### src/hw/rtl/mndt_pkg.sv
`timescale 1ns / 1ps
// ----------------------------------------------------------------------------
// MIDI note duration tracker package
// Shared constants, payload word types and the decoded item type.
// ----------------------------------------------------------------------------
package mndt_pkg;

   localparam int TIME_BITS_DEF  = 48;
   localparam int BLOCK_BITS_DEF = 16;

   localparam int OUT_TIME_W  = 48;
   localparam int FRAMES_W    = 16;
   localparam int MIN_DUR_W   = 16;
   localparam int TABLE_DEPTH = 2048;
   localparam int TABLE_AW    = $clog2(TABLE_DEPTH);
   localparam int VEL_W       = 7;

   localparam logic [MIN_DUR_W-1:0] MIN_DUR_RESET = 16'd48;

   localparam logic [7:0] KIND_MASK = 8'hF0;
   localparam logic [7:0] CHAN_MASK = 8'h0F;
   localparam logic [7:0] KIND_ON   = 8'h90;
   localparam logic [7:0] KIND_OFF  = 8'h80;

   localparam logic OP_MSG     = 1'b0;
   localparam logic OP_ADVANCE = 1'b1;

   typedef struct packed {
      logic                op;
      logic [7:0]          status_byte;
      logic [6:0]          note_number;
      logic [VEL_W-1:0]    velocity_in;
      logic [FRAMES_W-1:0] frames;
   } req_type;

   typedef struct packed {
      logic [OUT_TIME_W-1:0] start_frame;
      logic [6:0]            note_out;
      logic [3:0]            channel_out;
      logic [VEL_W-1:0]      velocity_out;
      logic [OUT_TIME_W-1:0] duration_frames;
   } rsp_type;

   // Decoded MIDI message held in the pairing stage.
   typedef struct packed {
      logic             note_on;
      logic             note_off;
      logic [6:0]       note;
      logic [3:0]       chan;
      logic [VEL_W-1:0] vel;
   } item_type;

endpackage

### src/hw/rtl/mndt_pair.sv
`timescale 1ns / 1ps
// ----------------------------------------------------------------------------
// Note pairing stage
// Updates the table entry and forms the finished note in the result register.
// ----------------------------------------------------------------------------
module mndt_pair #(
   parameter int TIME_BITS = mndt_pkg::TIME_BITS_DEF
) (
   input  logic                            clock,
   input  logic                            reset,
   input  logic                            s1_valid,
   input  mndt_pkg::item_type              s1_item,
   input  logic [TIME_BITS-1:0]            s1_stamp,
   input  logic [TIME_BITS+mndt_pkg::VEL_W:0] rd_word,
   input  logic [mndt_pkg::MIN_DUR_W-1:0]  min_dur,
   input  logic                            rsp_ready,
   output logic                            out_free,
   output logic                            wr_en,
   output logic [mndt_pkg::TABLE_AW-1:0]   wr_addr,
   output logic [TIME_BITS+mndt_pkg::VEL_W:0] wr_word,
   output logic                            rsp_valid,
   output mndt_pkg::rsp_type               rsp_data
);
   import mndt_pkg::*;

   logic                 rsp_valid_ff, rsp_valid_in;
   rsp_type              rsp_ff, rsp_in;
   logic                 entry_valid;
   logic [TIME_BITS-1:0] entry_start;
   logic [VEL_W-1:0]     entry_vel;
   logic [TIME_BITS-1:0] diff;
   logic [TIME_BITS-1:0] min_ext;
   logic [TIME_BITS-1:0] dur;
   logic                 fire;
   logic                 hit;

   always_comb begin
      entry_valid = rd_word[TIME_BITS+VEL_W];
      entry_start = rd_word[VEL_W +: TIME_BITS];
      entry_vel   = rd_word[VEL_W-1:0];

      out_free = !rsp_valid_ff || rsp_ready;
      fire     = s1_valid && out_free;
      hit      = fire && s1_item.note_off && entry_valid;

      wr_en   = fire && (s1_item.note_on || (s1_item.note_off && entry_valid));
      wr_addr = {s1_item.chan, s1_item.note};
      wr_word = s1_item.note_on ? {1'b1, s1_stamp, s1_item.vel} : '0;

      diff    = s1_stamp - entry_start;
      min_ext = TIME_BITS'(min_dur);
      dur     = (diff < min_ext) ? min_ext : diff;

      rsp_in.start_frame     = OUT_TIME_W'(entry_start);
      rsp_in.note_out        = s1_item.note;
      rsp_in.channel_out     = s1_item.chan;
      rsp_in.velocity_out    = entry_vel;
      rsp_in.duration_frames = OUT_TIME_W'(dur);

      rsp_valid_in = rsp_ready ? 1'b0 : rsp_valid_ff;
      if (hit) begin
         rsp_valid_in = 1'b1;
      end
   end

   always_ff @(posedge clock) begin
      if (reset) begin
         rsp_valid_ff <= 1'b0;
      end else begin
         rsp_valid_ff <= rsp_valid_in;
      end
   end

   always_ff @(posedge clock) begin
      if (hit) begin
         rsp_ff <= rsp_in;
      end
   end

   assign rsp_valid = rsp_valid_ff;
   assign rsp_data  = rsp_ff;

endmodule

### config.mk
export PLATFORM = sky130hd
export DESIGN_NAME = mndt_pair
export DESIGN_NICKNAME = d
export VERILOG_FILES = /design/src/hw/rtl/mndt_pkg.sv /design/src/hw/rtl/mndt_pair.sv
export SDC_FILE = /design/constraint.sdc
export NUM_CORES = 1
export LEC_CHECK = 0
export BUFFER_PORTS_ARGS = -buffer_cell sky130_fd_sc_hd__buf_4
export CORE_MARGIN = 4
export CORE_UTILIZATION = 30
export CTS_CLUSTER_SIZE = 40
export DETAILED_ROUTE_END_ITERATION = 16
export GPL_TIMING_DRIVEN = 0
export SYNTH_ARGS = -nofsm -noshare
export SYNTH_HDL_FRONTEND = slang
export SYNTH_SLANG_ARGS = --single-unit
### constraint.sdc
create_clock -name clock -period 9.3 [get_ports clock]
set_input_delay 0 -clock clock [delete_from_list [all_inputs] [get_ports clock]]
set_output_delay 0 -clock clock [all_outputs]
set_load 0.005 [all_outputs]
Yosys cells after proc, flatten, opt, wreduce, memory -nomap -nowiden
Index checks and enable logic that the tools add are counted.
{ "op_classes": {"add_sub_neg": 1, "n_mul": 0, "div_mod_pow": 0, "order_cmp": 1, "n_eq_ne": 0, "shifts": 0, "mux": 4, "n_bitwise": 0, "reduce_logical": 9} }
{ "op_table": {"columns": ["op", "n"], "rows": [
  ["56-bit two-way mux", 1],
  ["48-bit by 16-bit less-than comparator with 1-bit output", 1],
  ["48-bit subtractor", 1],
  ["16-bit two-way mux", 1],
  ["1-bit logical AND", 5],
  ["1-bit logical OR", 2],
  ["1-bit two-way mux", 2],
  ["2-bit nonzero test", 1],
  ["1-bit zero test", 1]
]} }
{ "totals": {"ff_bits": 115, "latch_bits": 0, "mem_bits_rw": 0, "mem_bits_ro": 0, "out_inout_bits": 184, "elab_cells": 22, "n_memories": 0} }

Logic depth before layout (Yosys ltp)
{ "logic_depth": {"depth_word": 6, "ltp_mapped": 21} }

Worst setup path before layout
Ideal clock, no wire load.
{ "synth_timing": {"kind": "input port to flip-flop", "start": "input rd_word[14] in the netlist's numbering", "end": "register rsp_ff, in the netlist rsp_data[10], data pin", "setup_ns": 0.260, "arrival_time_ns": 4.111, "required_ns": 9.040, "setup_slack_ns": 4.929, "cell_stages": 20, "n_path_buf": 2, "path_cell_list": "inv_1 > ha_1 > buf_2 > a21oi_1 > nor3b_1 > o21ai_0 > a41oi_1 > xnor2_1 > ha_1 > nand4_1 > nor2_1 > o21ai_0 > a31oi_1 > or4_1 > a2111o_1 > and4bb_1 > and4_1 > nand4_4 > buf_6 > mux2_4"} }
{ "synth_between": {"elab_chain_len": 3} }
{ "synth_lines": {"columns": ["item", "line", "source"], "rows": [
  ["start: declaration", "mndt_pair.sv:14", "input logic [TIME_BITS+mndt_pkg::VEL_W:0] rd_word,"],
  ["48-bit subtractor *", "mndt_pair.sv:50", "diff = s1_stamp - entry_start;"],
  ["48-bit by 16-bit less-than comparator with 1-bit output", "mndt_pair.sv:52", "dur = (diff < min_ext) ? min_ext : diff;"],
  ["16-bit two-way mux *", "mndt_pair.sv:52", null],
  ["net dur[10]", "mndt_pair.sv:33", "logic [TIME_BITS-1:0] dur;"],
  ["end signal: assignment", "mndt_pair.sv:76", "rsp_ff <= rsp_in;"],
  ["end: declaration", "mndt_pair.sv:27", "rsp_type rsp_ff, rsp_in;"]
]} }
Mark *: on every way through the listed nets, which the timed path passes. The rest lies on a longest branch.
A chain may end at the register's enable or synchronous reset.

Worst setup path after layout
{ "layout_timing": {"start": "input rd_word[14] in the netlist's numbering", "end": "register rsp_ff, in the netlist rsp_data[12], data pin"} }
The elaborated chain is that of the path after synthesis.

==> impl_metrics.yaml <==
placement:
  place_ws_ns: 3.55
  dp_hpwl_um: 22400
  place_area_um2: 11200
  dp_cells: 1510
  gp_congestion: 0.910
  portBuffers: 326
floorplanning:
  start_util: 0.306
  fp.dieH_um: 174
  rows: 60
  fp.dieArea_um2: 30300
  core_area_um2: 27000
  ios: 328
  die_w_um: 174
logic_synthesis:
  synthArstFlopShare: 0
  synth_cells: 842
  synth-seq-cells: 115
  synth_top_cell_by_area: "edfxtp_1"
  ys_seq_area_frac: 0.416
  netlist_area_um2: 8280
  synth_area_leaders: "edfxtp_1, ha_1, and2_1, a21oi_1, inv_1"
  syn_avg_cell_area_um2: 9.83
  synthTopCellsByCount: "edfxtp_1, inv_1, a21oi_1"
  synth_edf_count: 114
  ys_types: 74
  synth_top_area_frac: 0.414
  ys.flop_type: "edfxtp_1"
  yosysMostFrequentCell: "edfxtp_1"
  synth_warnings: 0
  synth.net_count: 1049
grt:
  grt_pass1_vias: 8089
  grt_overflow_total: 0
  grt_max_degree: 73
  grt_pass1_wl_um: 44200
  antenna_found_initial: 0
  grt_usage: 0.183
worst_hold_path:
  hold_path.class: "in2reg"
  hp-start: "s1_stamp[47]"
  holdPathEnd: "rsp_data[47]"
  hold_depth: 4
clock_tree:
  cts_buffer_depth: 2
  clkTransAtPathRegs_ns: 0.06
  post_cts_resized: 0
  cts.htree.levels: 4
  cts_tree: "built"
  cts_sinks: 115
  clk_latency_ns: 0.42
  cts_buffers: 17
  root_buffer: "clkbuf_16"
sta:
  setup_violations: 0
  fin_setup_tns_ns: 0
  max_slew_margin: 0.380
  max_freq_mhz: 169
  fin_hold_ws_ns: 0.0770
  fin_skew_ns: 0.00999
  finalHoldViolations: 0
  rsz0062_at_grt: "false"
  final_max_slew_viol_count: 0
  final.setup.worst_slack_ns: 3.39
  worst_slew_pin_slew_ns: 0.930
  fin_crit_sh: 0.636
  post-route-min-period_ns: 5.91
setup_path:
  crit_fanout: 10
  reg2reg_slack_ns: 7.44
  worst_ep_arrival_time_ns: 6.08
  cp-start-kind: "input port"
  crit-reg2reg-launch: "rsp_valid"
  crit_type: "in2reg"
  crit_required_ns: 9.47
  reg2reg_to: "rsp_data[78]"
  rr_worst_depth: 4
  end_kind: "flop"
routing:
  drt-initial-drc-count: 474
  dr_total_vias: 8153
  dr.pass1.iters: 5
  remaining_drc_errors: 0
  wirelength_um: 28600
  ant_nets: 0
  vias_per_cell: 5.01
  wl_per_cell_um: 17.6
finish:
  layout-drive-gt1-share: 0.327
  diodes: 0
  n_fill_cell: 2614
  ff_latch_area_um2: 3440
  nNetsFinal: 1479
  final_util: 0.469
  syn_to_final_growth_pct: 53.2
  multi_input_area_um2: 4270
  final_cell_count_no_fill: 1626
  final_area_um2: 12700
run:
  maxCapViolCount: 0
power_and_ir_drop:
  peakVddDrop_v: 0.0000874
  power.density_nw_per_um2: 147
  p_leak_nw: 5.69
  power_mw: 1.87
status:
  outcome: "finished clean"
[power breakdown]
group / switching (mW) / leakage, nW / internal (mW)
logic: 0.268 / 4.32 / 0.242
clock network: 0.268 / 0.320 / 0.479
registers: 0.00484 / 1.06 / 0.603
[placed cells by master, fill, tap and decap left out, types with 10 or more instances in the layout]
cell / synthesis / routed
a21o_1: 17 / 17
a21oi_1: 68 / 68
and2_1: 62 / 62
buf_2: 12 / 12
buf_4: 13 / 339
clkbuf_1: 17 / 17
clkbuf_16: 0 / 17
dlygate4sd3_1: 0 / 84
edfxtp_1: 114 / 114
ha_1: 62 / 62
inv_1: 82 / 81
nand2_1: 56 / 56
nand3_1: 16 / 16
nand4_1: 18 / 18
nor2_1: 39 / 39
nor3_1: 15 / 15
o21a_1: 10 / 10
o21ai_0: 30 / 30
xnor2_1: 21 / 21
xor2_1: 12 / 12
[how the worst max path moves through the flow]
stage | start | end | slack, ns | depth (start not counted)
3_3_place_gp | s1_stamp[0] | rsp_data[11] | 3.61 | 21
5_1_grt | rd_word[14] | rsp_data[12] | 3.28 | 21
4_1_cts | rd_word[14] | rsp_data[12] | 3.49 | 21
6_report | rd_word[14] | rsp_data[12] | 3.39 | 21
2_1_floorplan | rd_word[14] | rsp_data[10] | 4.93 | 20
3_5_place_dp | s1_stamp[0] | rsp_data[11] | 3.55 | 21
[timing repair]
item	CTS	global route
setup buffers	0	0
hold buffers	84	0
hold endpoints to repair	83	0
[layer usage]
metal	wire length [um]	global-route usage
met5	0	0
met4	331	0.0449
met1	12600	0.240
met2	13900	0.307
met3	1780	0.0398
[worst max-delay path, stage by stage]
cell and delay [ns]:
dlygate4sd3_1 0.54, buf_4 0.15, inv_1 0.05, ha_1 0.22, buf_2 0.17, a21oi_1 0.26, nor3b_1 0.75, o21ai_0 0.37
a41oi_1 0.35, xnor2_1 0.18, ha_1 0.28, nor2b_1 0.13, o21ai_0 0.29, o21ai_0 0.25, or4_1 0.49, a2111o_1 0.30
and4bb_1 0.30, and4_1 0.24, nand4_4 0.19, buf_6 0.24, mux2_4 0.31
[logic make-up (layout without fill, tap and decap cells)]
family	after synthesis	count (layout)	share of synthesized area
XOR/XNOR	33	33	0.0349
multiplexers	21	21	0.0311
adder cells (fa/ha/maj)	63	63	0.0962
flip-flops	115	115	0.416
buffers and inverters	127	570	0.0680
AND/OR/NAND/NOR	266	266	0.179
AO/OA/AOI/OAI	217	217	0.174
[registers in the layout, summed over array words and instances (netlist names)]
register,count
rsp_data,114
rsp_valid,1
[cell type report]
cell class,count,share of cell area
plain buffers,45,0.0201
flip-flops and latches,115,0.272
well taps,341,0.0337
multi-input cells,600,0.337
inverters,82,0.0247
clock buffers,17,0.0336
repair buffers,411,0.262
clock inverters,15,0.0181
Note: power is estimated with default switching activity, not from simulation.
