## src/hw/rtl/mndt_pkg.sv

```systemverilog
`timescale 1ns / 1ps
// ----------------------------------------------------------------------------
// MIDI note duration tracker package
// Shared constants, payload word types and the decoded item type.
// ----------------------------------------------------------------------------
package mndt_pkg;

   localparam int TIME_BITS_DEF  = 48;
   localparam int BLOCK_BITS_DEF = 16;

   localparam int OUT_TIME_W  = 48;
   localparam int FRAMES_W    = 16;
   localparam int MIN_DUR_W   = 16;
   localparam int TABLE_DEPTH = 2048;
   localparam int TABLE_AW    = $clog2(TABLE_DEPTH);
   localparam int VEL_W       = 7;

   localparam logic [MIN_DUR_W-1:0] MIN_DUR_RESET = 16'd48;

   localparam logic [7:0] KIND_MASK = 8'hF0;
   localparam logic [7:0] CHAN_MASK = 8'h0F;
   localparam logic [7:0] KIND_ON   = 8'h90;
   localparam logic [7:0] KIND_OFF  = 8'h80;

   localparam logic OP_MSG     = 1'b0;
   localparam logic OP_ADVANCE = 1'b1;

   typedef struct packed {
      logic                op;
      logic [7:0]          status_byte;
      logic [6:0]          note_number;
      logic [VEL_W-1:0]    velocity_in;
      logic [FRAMES_W-1:0] frames;
   } req_type;

   typedef struct packed {
      logic [OUT_TIME_W-1:0] start_frame;
      logic [6:0]            note_out;
      logic [3:0]            channel_out;
      logic [VEL_W-1:0]      velocity_out;
      logic [OUT_TIME_W-1:0] duration_frames;
   } rsp_type;

   // Decoded MIDI message held in the pairing stage.
   typedef struct packed {
      logic             note_on;
      logic             note_off;
      logic [6:0]       note;
      logic [3:0]       chan;
      logic [VEL_W-1:0] vel;
   } item_type;

endpackage

```

## src/hw/rtl/mndt_stamp.sv

```systemverilog
`timescale 1ns / 1ps
// ----------------------------------------------------------------------------
// Time stamp and decode stage
// Keeps the frame counter, stamps and decodes accepted words.
// ----------------------------------------------------------------------------
module mndt_stamp #(
   parameter int TIME_BITS  = mndt_pkg::TIME_BITS_DEF,
   parameter int BLOCK_BITS = mndt_pkg::BLOCK_BITS_DEF
) (
   input  logic                          clock,
   input  logic                          reset,
   input  logic                          accept,
   input  logic                          out_free,
   input  mndt_pkg::req_type             req_data,
   output logic [mndt_pkg::TABLE_AW-1:0] rd_addr,
   output logic                          s1_valid,
   output mndt_pkg::item_type            s1_item,
   output logic [TIME_BITS-1:0]          s1_stamp
);
   import mndt_pkg::*;

   localparam int UseBits = (BLOCK_BITS < FRAMES_W) ? BLOCK_BITS : FRAMES_W;

   logic [TIME_BITS-1:0] counter_ff, counter_in;
   logic [TIME_BITS-1:0] stamp_ff;
   logic [TIME_BITS-1:0] frames_used;
   logic [TIME_BITS-1:0] sum;
   logic                 valid_ff, valid_in;
   item_type             item_ff, item_in;
   logic [7:0]           kind;
   logic                 is_note_kind;

   always_comb begin
      frames_used  = TIME_BITS'(req_data.frames[UseBits-1:0]);
      sum          = counter_ff + frames_used;
      kind         = req_data.status_byte & KIND_MASK;
      is_note_kind = kind inside {KIND_ON, KIND_OFF};

      item_in.note     = req_data.note_number;
      item_in.chan     = 4'(req_data.status_byte & CHAN_MASK);
      item_in.vel      = req_data.velocity_in;
      item_in.note_on  = (kind == KIND_ON) && (req_data.velocity_in != '0);
      item_in.note_off = is_note_kind && !item_in.note_on;

      counter_in = counter_ff;
      if (accept && (req_data.op == OP_ADVANCE)) begin
         counter_in = sum;
      end

      valid_in = out_free ? 1'b0 : valid_ff;
      if (accept) begin
         valid_in = (req_data.op == OP_MSG) && is_note_kind;
      end
   end

   always_ff @(posedge clock) begin
      if (reset) begin
         counter_ff <= '0;
         valid_ff   <= 1'b0;
      end else begin
         counter_ff <= counter_in;
         valid_ff   <= valid_in;
      end
   end

   always_ff @(posedge clock) begin
      if (accept) begin
         item_ff  <= item_in;
         stamp_ff <= sum;
      end
   end

   assign rd_addr  = {item_in.chan, item_in.note};
   assign s1_valid = valid_ff;
   assign s1_item  = item_ff;
   assign s1_stamp = stamp_ff;

endmodule

```

## config.mk

```make
export PLATFORM = sky130hd
export DESIGN_NAME = mndt_stamp
export DESIGN_NICKNAME = d
export VERILOG_FILES = /design/src/hw/rtl/mndt_pkg.sv /design/src/hw/rtl/mndt_stamp.sv
export SDC_FILE = /design/constraint.sdc
export NUM_CORES = 1
export LEC_CHECK = 0
export ABC_CLOCK_PERIOD_IN_PS = 3700
export BUFFER_PORTS_ARGS = -buffer_cell sky130_fd_sc_hd__clkbuf_2
export CORE_AREA = 10 10 140 91
export CTS_CLUSTER_DIAMETER = 200
export DETAILED_ROUTE_END_ITERATION = 12
export DIE_AREA = 0 0 150 101
export PLACE_DENSITY = 0.84
export SYNTH_ARGS = -nofsm -noshare
export SYNTH_HDL_FRONTEND = slang
export SYNTH_SLANG_ARGS = --single-unit
```

## constraint.sdc

```tcl
create_clock -name clock -period 3.7 [get_ports clock]
set_input_delay 0.185 -clock clock [delete_from_list [all_inputs] [get_ports clock]]
set_output_delay 0.185 -clock clock [all_outputs]
set_load 0.02 [all_outputs]
```

# Word level (Yosys, flattened, before mapping)
# Index checks and enable logic that the tools add are counted.
# totals
inputBits	43
latch_bits	0
out_inout_bits	80
rom_bits	0
n_memories	0
elab_cells	22
register_bits	117
ram_bits	0
# op_classes
n_mux	2
n_addsub	1
magnitude_cmp	0
reduce_logical	8
multipliers	0
div	0
shift	0
eq_ne	2
n_bitwise	1
# ops
op	n
$add A48 B16 Y48	1
$eq A4 B4 Y1 const B	2
$reduce_bool A7 Y1	1
$logic_and A1 B1 Y1	4
$reduce_bool A2 Y1	2
$mux W1	2
$logic_not A1 Y1	1
$not A1 Y1	1

# Longest topological paths before layout
# Gate-level depths: netlist (run 1).
# depth
word_depth	4
mapped_depth	11
ltp_nobuf	9

# Worst setup path after synthesis (run 1)
# Ideal clock, no wire load.
# synth_path
path_type	register -> register
startpoint	register counter_ff[0]
endpoint	register stamp_ff[40] (netlist: s1_stamp[40]) (data pin)
setup_ns	0.260
arrival_time_ns	2.278
path_buffers	2
required_time_ns	3.440
path_stages_with_launch	12
period_less_slack_ns	2.538
path_slack_ns	1.162
path_cell_list	dfxtp_1 -> ha_1 -> fa_1 -> a211oi_1 -> nor2_1 -> o21ai_0 -> a21oi_1 -> or2_1 -> buf_2 -> buf_2 -> nand2_1 -> xnor2_1
# synth_via
elab_chain_len	1
# synth_lines
item	line	text
start: declaration	mndt_stamp.sv:24	logic [TIME_BITS-1:0] counter_ff, counter_in;
start signal: assignment	mndt_stamp.sv:61	counter_ff <= counter_in;
$add A48 B16 Y48	mndt_stamp.sv:35	sum = counter_ff + frames_used;
net sum[40]	mndt_stamp.sv:27	logic [TIME_BITS-1:0] sum;
end signal: assignment	mndt_stamp.sv:69	stamp_ff <= sum;
end: declaration	mndt_stamp.sv:25	logic [TIME_BITS-1:0] stamp_ff;
# The timed path passes the listed nets, and every way through them passes these cells.
# A chain may end at the register's enable or synchronous reset.

# Worst setup path after layout (run 1)
# layout_path
startpoint	register counter_ff[0]
endpoint	register counter_ff[20]
# layout_via
elab_chain_len	1
# layout_lines
item	line
$add A48 B16 Y48	mndt_stamp.sv:35
# Every way passes these cells.

==> impl_metrics.json, run 1 <==
{
  "fin_crit_ns": 2.93,
  "syn-instance-count": 580,
  "min_path_cells": 2,
  "numCtsBuffers": 17,
  "crit_arrival_ns": 3.24,
  "async_flop_share": 0,
  "relSlewSlack": 0.396,
  "min_path_type": "input pin to register",
  "cp_slowest_cell": "or2_1",
  "leakagePower_nw": 2.91,
  "vias_per_cell": 5.81,
  "clock_latency_ns": 0.42,
  "hold_viol": 0,
  "total_power_mw": 3.62,
  "htree_num_levels": 4,
  "grt_pass1_vias": 4768,
  "diodes": 0,
  "worst_hold_slack_ns": 0.106,
  "die_x_um": 150,
  "cts_setup_buffers": 0,
  "drtIter0Drc": 498,
  "vias": 4999,
  "start_kind": "register",
  "die_y_um": 101,
  "drcViolationCount": 0,
  "syn2layout_area_growth_pct": 24.2,
  "worstMarginPinSlew_ns": 0.905,
  "fin_crit_sh": 0.793,
  "grt_usage": 0.218,
  "synth.most_common_cell": "edfxtp_1",
  "first_pass_iters": 5,
  "syn_avg_cell_area_sq_um": 10.1,
  "wl_mm": 16.5,
  "rsz0062_at_grt": "false",
  "synth_seq_area_share": 0.513,
  "reg2reg_slack_ns": 0.77,
  "post_drt_wl_per_cell_um": 19.1,
  "place_congestion": 0.921,
  "coreArea_sq_um": 10200,
  "yosys_most_used_dff": "edfxtp_1",
  "irDropWorstVdd_v": 0.000417,
  "critPathMaxFanout": 17,
  "fin_tns_setup_ns": 0,
  "grt_pass1_wl_mm": 25.8,
  "cts.path.max_buffers": 2,
  "clk_pin_slew_ns": 0.06,
  "cts.sinks": 117,
  "status": "finished clean",
  "placed_area_sq_um": 6520,
  "synth_edf_count": 68,
  "reg2regPathDepth": 9,
  "hold_start": "req_data[0]",
  "worstSetupPathType": "register to register",
  "cap_violations": 0,
  "powerDensity_nw_per_um2": 496,
  "final.fill_count": 742,
  "cts_resized": 0,
  "root_buffer": "clkbuf_16",
  "critical-path-top-delay-family": "simple AND/OR/NAND/NOR gates",
  "clock.fmax_ghz": 0.341,
  "row_count": 29,
  "drv_slew": 0,
  "synth_top_area_frac": 0.347,
  "start_util": 0.575,
  "end_kind": "register",
  "r2r-start": "counter_ff[0]$_SDFFE_PP0P_",
  "yosys_warnings": 0,
  "overflow": 0,
  "clock-skew-final_ns": 0.00726,
  "synth_cell_type_count": 63,
  "max_stage_delay_ns": 0.48,
  "detail-route-antenna-nets": 0,
  "synth_nets": 640,
  "cts_hold_buf": 18,
  "drive_gt1_frac": 0.245,
  "port_buffers": 122,
  "post-dp-hpwl_mm": 11.4,
  "r2r_end": "counter_ff[20]$_SDFFE_PP0P_",
  "min_to": "s1_stamp[0]$_DFFE_PP_",
  "pin_count": 123,
  "antenna_found_initial": 0,
  "path_buf_inv": 0,
  "fin_area_sq_um": 7310,
  "synth.area.top_cells": "edfxtp_1 35%, dfxtp_1 17%, xnor2_1 6.5%",
  "synthesis.area_sq_um": 5890,
  "synth_common_cells": "68 x edfxtp_1, 65 x nand2_1, 56 x nor2_1",
  "place_ws_ns": 0.847,
  "cp_cell_sequence": "ha_1 > fa_1 > a211oi_1 > nor2_1 > o21ai_0 > a21oi_1 > or2_1 > nand3_1 > mux2_2",
  "synth_top_area_cell": "edfxtp_1",
  "crit_required_ns": 4.00,
  "fin_ws_ns": 0.767,
  "die-area_sq_um": 15200,
  "num-nets-final": 770,
  "grt_start_max_net_pins": 71,
  "cts_tree": "done",
  "setup_violations": 0,
  "ys_seq_elements": 117
}
## layout make-up
class | count | area [sq um] | share of cell area
repair buffers | 148 | 851 | 0.116
well taps | 139 | 174 | 0.0238
inverters | 9 | 33.8 | 0.00462
clock buffers | 17 | 425 | 0.0582
clock inverters | 14 | 186 | 0.0255
multi-input cells | 417 | 2620 | 0.358
flip-flops and latches | 117 | 3020 | 0.413
## stage by stage
stage / std cells / utilization
after CTS: 861 / 0.714
final: 861 / 0.714
after detailed placement: 812 / 0.637
after floorplan: 580 / -
after global placement: 812 / 0.637
after global routing: 861 / 0.714
## layer usage
layer | wire, um | part of all wire | global-route usage
met1 | 7280 | 0.44 | 0.287
met2 | 7090 | 0.43 | 0.335
met3 | 1930 | 0.12 | 0.0758
met4 | 172 | 0.010 | 0.0551
met5 | 0 | 0 | 0
## worst reg2reg max path, delay by kind of cell, from the launching register on
family	cells	cell delay, ns
flip-flops	1	0.31
AO/OA/AOI/OAI	3	0.72
AND/OR/NAND/NOR	3	0.80
adder cells (fa/ha/maj)	2	0.66
multiplexers	1	0.34
## worst max-delay path by stage
stage,start,end,cells after the start,slack [ns]
floorplan,counter_ff[0]$_SDFFE_PP0P_,s1_stamp[40]$_DFFE_PP_,11,1.16
global placement,counter_ff[0]$_SDFFE_PP0P_,counter_ff[20]$_SDFFE_PP0P_,9,0.88
detailed placement,counter_ff[0]$_SDFFE_PP0P_,counter_ff[20]$_SDFFE_PP0P_,9,0.85
CTS,counter_ff[0]$_SDFFE_PP0P_,counter_ff[20]$_SDFFE_PP0P_,9,0.81
global route,counter_ff[0]$_SDFFE_PP0P_,counter_ff[20]$_SDFFE_PP0P_,9,0.54
finish,counter_ff[0]$_SDFFE_PP0P_,counter_ff[20]$_SDFFE_PP0P_,9,0.77
## power breakdown
group | total (mW) | internal [mW] | switching, mW
logic | 0.428 | 0.145 | 0.283
registers | 1.48 | 1.46 | 0.0261
clock network | 1.71 | 1.12 | 0.595
## sequential cells by signal, summed over array words and instances (netlist names)
register	cells
s1_item	20
s1_stamp	48
counter_ff	48
s1_valid	1
## layout by cell type (no fill, tap or decap), types with 5 or more instances in the layout
cell | Yosys | layout
edfxtp_1 | 68 | 68
nand3_1 | 31 | 31
clkbuf_2 | 0 | 121
nor2b_1 | 6 | 6
xor2_1 | 17 | 17
xnor2_1 | 44 | 44
nand4_1 | 13 | 13
or3_1 | 7 | 7
clkbuf_16 | 0 | 17
nor3_1 | 11 | 11
buf_4 | 14 | 8
nand2_1 | 65 | 65
inv_1 | 9 | 9
and2_1 | 5 | 5
a21oi_1 | 43 | 43
a21o_1 | 10 | 10
dfxtp_1 | 49 | 49
dlygate4sd3_1 | 0 | 18
o21ai_0 | 13 | 13
or4_1 | 5 | 5
ha_1 | 16 | 16
nor2_1 | 56 | 56
## cell families (layout without fill, tap and decap cells)
family          Yosys count  in the layout  share of synthesized area
mux                       3              3                    0.00574
flops                   117            117                      0.513
xor+xnor                 61             61                     0.0908
fa+ha+maj                17             17                     0.0374
buf+inv                  46            188                     0.0419
simple gates            235            235                      0.203
compound gates          101            101                      0.108
Note: power is estimated with default switching activity, not from simulation.
==> run 2, diff against run 1 <==
==> config.mk (replaced) <==
export PLATFORM = sky130hd
export DESIGN_NAME = mndt_stamp
export DESIGN_NICKNAME = d
export VERILOG_FILES = /design/src/hw/rtl/mndt_pkg.sv /design/src/hw/rtl/mndt_stamp.sv
export SDC_FILE = /design/constraint.sdc
export NUM_CORES = 1
export LEC_CHECK = 0
export ABC_CLOCK_PERIOD_IN_PS = 2940
export BUFFER_PORTS_ARGS = -buffer_cell sky130_fd_sc_hd__clkbuf_2
export CORE_AREA = 10 10 145 94
export CTS_CLUSTER_DIAMETER = 200
export DETAILED_ROUTE_END_ITERATION = 12
export DIE_AREA = 0 0 155 104
export PLACE_DENSITY = 0.79
export SYNTH_ARGS = -nofsm -noshare
export SYNTH_HDL_FRONTEND = slang
export SYNTH_SLANG_ARGS = --single-unit
==> constraint.sdc (replaced) <==
create_clock -name clock -period 2.94 [get_ports clock]
set_input_delay 0.147 -clock clock [delete_from_list [all_inputs] [get_ports clock]]
set_output_delay 0.147 -clock clock [all_outputs]
set_load 0.02 [all_outputs]
==> impl_metrics.json, run 2 (synthesis results as in run 1) <==
{
  "multi_input_area_sq_um": 2630,
  "cp_slowest_cell": "or4_2",
  "fin_area_sq_um": 7460,
  "regArea_sq_um": 3020,
  "place_congestion": 0.968,
  "critPathMaxFanout": 9,
  "clock_latency_ns": 0.41,
  "final_cell_mix": "121 x clkbuf_2, 68 x edfxtp_1, 65 x nand2_1, 56 x nor2_1, 49 x dfxtp_1",
  "drcViolationCount": 0,
  "r2r_end": "s1_stamp[37]$_DFFE_PP_",
  "htree_num_levels": 4,
  "diodes": 0,
  "path_buf_inv": 0,
  "critical-path-top-delay-family": "simple AND/OR/NAND/NOR gates",
  "met3_usage": 0.0719,
  "num-nets-final": 781,
  "post-dp-hpwl_mm": 12.1,
  "top_usage_layer": "met1",
  "crit_arrival_ns": 2.92,
  "reg2reg_slack_ns": 0.17,
  "leakagePower_nw": 2.99,
  "clock.fmax_ghz": 0.361,
  "cts_setup_buffers": 0,
  "die_x_um": 155,
  "cp_cell_sequence": "ha_1 > a21oi_1 > nand4b_1 > a21oi_1 > a21o_1 > o21ai_1 > or4_2 > xnor2_1",
  "clock-skew-final_ns": 0.00780,
  "cts.sinks": 117,
  "start_util": 0.535,
  "root_buffer": "clkbuf_16",
  "reg2regPathDepth": 8,
  "place_ws_ns": 0.0767,
  "irDropWorstVdd_v": 0.000479,
  "vias": 4950,
  "max_stage_delay_ns": 0.75,
  "die-area_sq_um": 16100,
  "clk_pin_slew_ns": 0.06,
  "grt_pass1_wl_mm": 26.6,
  "grt_use_met1": 0.292,
  "hold_start": "out_free",
  "grt_start_max_net_pins": 71,
  "pin_count": 123,
  "cap_violations": 0,
  "port_buffers": 122,
  "drv_slew": 0,
  "syn2layout_area_growth_pct": 26.7,
  "cp.depth": 8,
  "relSlewSlack": 0.407,
  "first_pass_iters": 5,
  "status": "finished clean",
  "setup_violations": 0,
  "detail-route-antenna-nets": 0,
  "powerDensity_nw_per_um2": 625,
  "coreArea_sq_um": 11000,
  "grt_pass1_vias": 4909,
  "vias_per_cell": 5.64,
  "placed_area_sq_um": 6620,
  "hold_viol": 0,
  "cp_common_cell": "a21oi_1",
  "final.fill_count": 838,
  "numCtsBuffers": 17,
  "grtUsageMet2": 0.279,
  "grt_usage": 0.202,
  "fin_tns_setup_ns": 0,
  "worstMarginPinSlew_ns": 0.889,
  "r2r-start": "counter_ff[1]$_SDFFE_PP0P_",
  "wl_mm": 16.5,
  "drtIter0Drc": 505,
  "rsz0062_at_grt": "false",
  "antenna_found_initial": 0,
  "setup.worst_path.end": "s1_stamp[37]$_DFFE_PP_",
  "cts_tree": "done",
  "setup.worst_path.start": "counter_ff[1]$_SDFFE_PP0P_",
  "drive_gt1_frac": 0.262,
  "worst_hold_slack_ns": 0.0763,
  "worstSetupPathType": "register to register",
  "die_y_um": 104,
  "fin_ws_ns": 0.173,
  "fin_crit_ns": 2.77,
  "post_drt_wl_per_cell_um": 18.8,
  "total_power_mw": 4.66,
  "end_kind": "register",
  "start_kind": "register",
  "cts.path.max_buffers": 2,
  "fin_crit_sh": 0.941,
  "layout_commonest_cell": "clkbuf_2",
  "crit_required_ns": 3.10,
  "row_count": 30,
  "overflow": 0,
  "min_path_type": "input pin to register"
}
[run 2: stage by stage]
| step | cells | utilization |
|---|---|---|
| detailed placement | 828 | 0.602 |
| finish | 877 | 0.678 |
| floorplan | 580 | - |
| global placement | 828 | 0.602 |
| CTS | 877 | 0.677 |
| global route | 877 | 0.678 |
[run 2: area by class of cell]
type	instances	area share
Tap cell	144	0.0242
Clock inverter	13	0.0277
Sequential cell	117	0.405
Timing Repair Buffer	159	0.127
Clock buffer	18	0.0589
Inverter	9	0.00453
Multi-Input combinational cell	417	0.353
[run 2: metal layers]
metal | part of all wire | vias up | wire [um]
li1 | - | 2360 | -
met1 | 0.46 | 2288 | 7610
met2 | 0.41 | 277 | 6730
met3 | 0.12 | 25 | 1990
met4 | 0.011 | 0 | 187
met5 | 0 | - | 0
[run 2: worst min-delay path: cells and delay by family]
kind	cells	cell delay [ns]
AND/OR/NAND/NOR	2	0.09
buffers and inverters	1	0.09
AO/OA/AOI/OAI	1	0.11
[run 2: report_power, final]
part / internal [mW] / total (mW) / switching (mW)
logic: 0.192 / 0.556 / 0.364
registers: 1.84 / 1.86 / 0.0290
clock network: 1.52 / 2.24 / 0.728
[run 2: repair_timing]
action | 4_1_cts | 5_1_grt
resized for setup | 0 | 4
hold endpoints to repair | 18 | 0
setup endpoints to repair | 0 | 14
hold buffers | 18 | 0
[run 2: worst min path at each step]
stage	depth (start not counted)	endpoint	slack [ns]
after floorplan	0	s1_item[0]$_DFFE_PP_	0.25
after global placement	1	s1_item[9]$_DFFE_PP_	0.34
after detailed placement	1	s1_item[9]$_DFFE_PP_	0.34
after CTS	2	s1_stamp[0]$_DFFE_PP_	0.06
after global routing	2	s1_stamp[0]$_DFFE_PP_	0.09
final	4	s1_valid$_SDFFE_PP0P_	0.08
==> run 3, diff against run 2 <==
--- a/config.mk
+++ b/config.mk
@@ -7,11 +7,12 @@
 export LEC_CHECK = 0
 export ABC_CLOCK_PERIOD_IN_PS = 2940
 export BUFFER_PORTS_ARGS = -buffer_cell sky130_fd_sc_hd__clkbuf_2
-export CORE_AREA = 10 10 145 94
+export CORE_AREA = 10 10 143 92
+export CTS_BUF_LIST = sky130_fd_sc_hd__clkbuf_2 sky130_fd_sc_hd__clkbuf_4 sky130_fd_sc_hd__clkbuf_8
 export CTS_CLUSTER_DIAMETER = 200
 export DETAILED_ROUTE_END_ITERATION = 12
-export DIE_AREA = 0 0 155 104
-export PLACE_DENSITY = 0.79
+export DIE_AREA = 0 0 153 102
+export PLACE_DENSITY = 0.81
 export SYNTH_ARGS = -nofsm -noshare
 export SYNTH_HDL_FRONTEND = slang
 export SYNTH_SLANG_ARGS = --single-unit
==> impl_metrics.json, run 3 (synthesis results as in run 1) <==
{
  "status": "finished clean",
  "root_buffer": "clkbuf_8",
  "worstSetupPathType": "register to register",
  "end_kind": "register",
  "row_count": 29,
  "coreArea_sq_um": 10500,
  "drcViolationCount": 0,
  "first_pass_iters": 6,
  "start_kind": "register",
  "critPathMaxFanout": 7,
  "detail-route-antenna-nets": 0,
  "max_stage_delay_ns": 0.43,
  "cp_cell_sequence": "ha_1 > a21o_1 > nand3_1 > a311oi_1 > o21ai_1 > a21oi_1 > nor3b_1 > mux2_2",
  "syn2layout_area_growth_pct": 22.2,
  "drtIter0Drc": 605,
  "cts.sinks": 117,
  "die_x_um": 153,
  "grt_usage": 0.219,
  "wl_mm": 17.2,
  "post_drt_wl_per_cell_um": 19.7,
  "diodes": 0,
  "setup.worst_path.start": "counter_ff[6]$_SDFFE_PP0P_",
  "cap_violations": 0,
  "num-nets-final": 782,
  "die_y_um": 102,
  "clk_pin_slew_ns": 0.07,
  "fin_tns_setup_ns": 0,
  "cts_setup_buffers": 0,
  "r2r-start": "counter_ff[6]$_SDFFE_PP0P_",
  "vias_per_cell": 5.85,
  "pin_count": 123,
  "cts_tree": "done",
  "hold_viol": 0,
  "grt_pass1_wl_mm": 27.4,
  "grt_start_max_net_pins": 48,
  "rsz0062_at_grt": "false",
  "dr.max_layer_used": "met4",
  "port_buffers": 122,
  "leakagePower_nw": 2.88,
  "overflow": 0,
  "fin_crit_sh": 0.952,
  "irDropWorstVdd_v": 0.000328,
  "final_cell_mix": "121 x clkbuf_2, 68 x edfxtp_1, 65 x nand2_1, 56 x nor2_1, 49 x dfxtp_1",
  "drive_gt1_frac": 0.262,
  "cts.path.max_buffers": 2,
  "hold_start": "req_data[0]",
  "final.fill_count": 782,
  "powerDensity_nw_per_um2": 543,
  "drv_slew": 0,
  "grt_pass1_vias": 4934,
  "relSlewSlack": 0.562,
  "setup_violations": 0,
  "vias": 5106,
  "antenna_found_initial": 0,
  "clock_latency_ns": 0.43,
  "place_ws_ns": 0.101,
  "fin_ws_ns": 0.142,
  "htree_num_levels": 4,
  "die-area_sq_um": 15600,
  "layout_commonest_cell": "clkbuf_2",
  "clock-skew-final_ns": 0.00856,
  "place_congestion": 0.968,
  "post-dp-hpwl_mm": 12.6,
  "min_path_type": "input pin to register",
  "cp_slowest_cell": "a311oi_1",
  "numCtsBuffers": 17,
  "clock.fmax_ghz": 0.357,
  "met3_length_mm": 1.91,
  "met1_length_mm": 7.86,
  "fin_crit_ns": 2.80,
  "crit_required_ns": 3.26,
  "start_util": 0.563,
  "dr_wl_met2_mm": 7.35,
  "worstMarginPinSlew_ns": 0.652,
  "crit_arrival_ns": 3.12
}
-- run 3: through the flow --
step                std cells  hold slack [ns]  instance area (sq um)  utilization  total power, mW
finish                    873           0.0426                   7190        0.688             3.90
global route              873           0.0221                   7190        0.688             4.06
CTS                       873           0.0280                   7180        0.688             3.93
detailed placement        824            0.343                   6610        0.632             2.42
global placement          824            0.341                   6610        0.632             2.40
floorplan                 580            0.246                   5890            -             2.23
-- run 3: path summary, 6_finish.rpt --
kind / slack [ns] / endpoint / depth (start not counted)
max: 0.14 / counter_ff[31]$_SDFFE_PP0P_ / 8
max reg2reg: 0.14 / counter_ff[31]$_SDFFE_PP0P_ / 8
min: 0.04 / s1_stamp[0]$_DFFE_PP_ / 2
min reg2reg: 0.46 / counter_ff[10]$_SDFFE_PP0P_ / 2
-- run 3: layout make-up --
class                           count  area (sq um)  area share
Multi-Input combinational cell    417          2630       0.365
Timing Repair Buffer              160           941       0.131
Inverter                            9          33.8     0.00470
Clock buffer                       17           234      0.0325
Tap cell                          139           174      0.0242
Sequential cell                   117          3020       0.420
Clock inverter                     14           161      0.0224
-- run 3: layer usage --
| metal | up-vias | global-route usage |
|---|---|---|
| met5 | - | 0 |
| met3 | 11 | 0.0663 |
| met1 | 2422 | 0.312 |
| li1 | 2364 | - |
| met4 | 0 | 0.0423 |
| met2 | 309 | 0.325 |
-- run 3: repair_timing --
action / in CTS / in global routing
endpoints found under the setup margin: 0 / 13
resized for setup: 0 / 3
hold buffers: 18 / 0
hold endpoints to repair: 18 / 0
-- run 3: power by group --
group	switching, mW	internal [mW]	total, mW
combinational	0.363	0.188	0.551
sequential	0.0318	1.83	1.86
clock	0.662	0.825	1.49
total	1.06	2.85	3.90
-- run 3: critical path: cells and delay by family (launching register included) --
family	cells	cell delay (ns)
flops	1	0.32
simple gates	2	0.40
fa+ha+maj	1	0.35
compound gates	4	1.23
mux	1	0.36
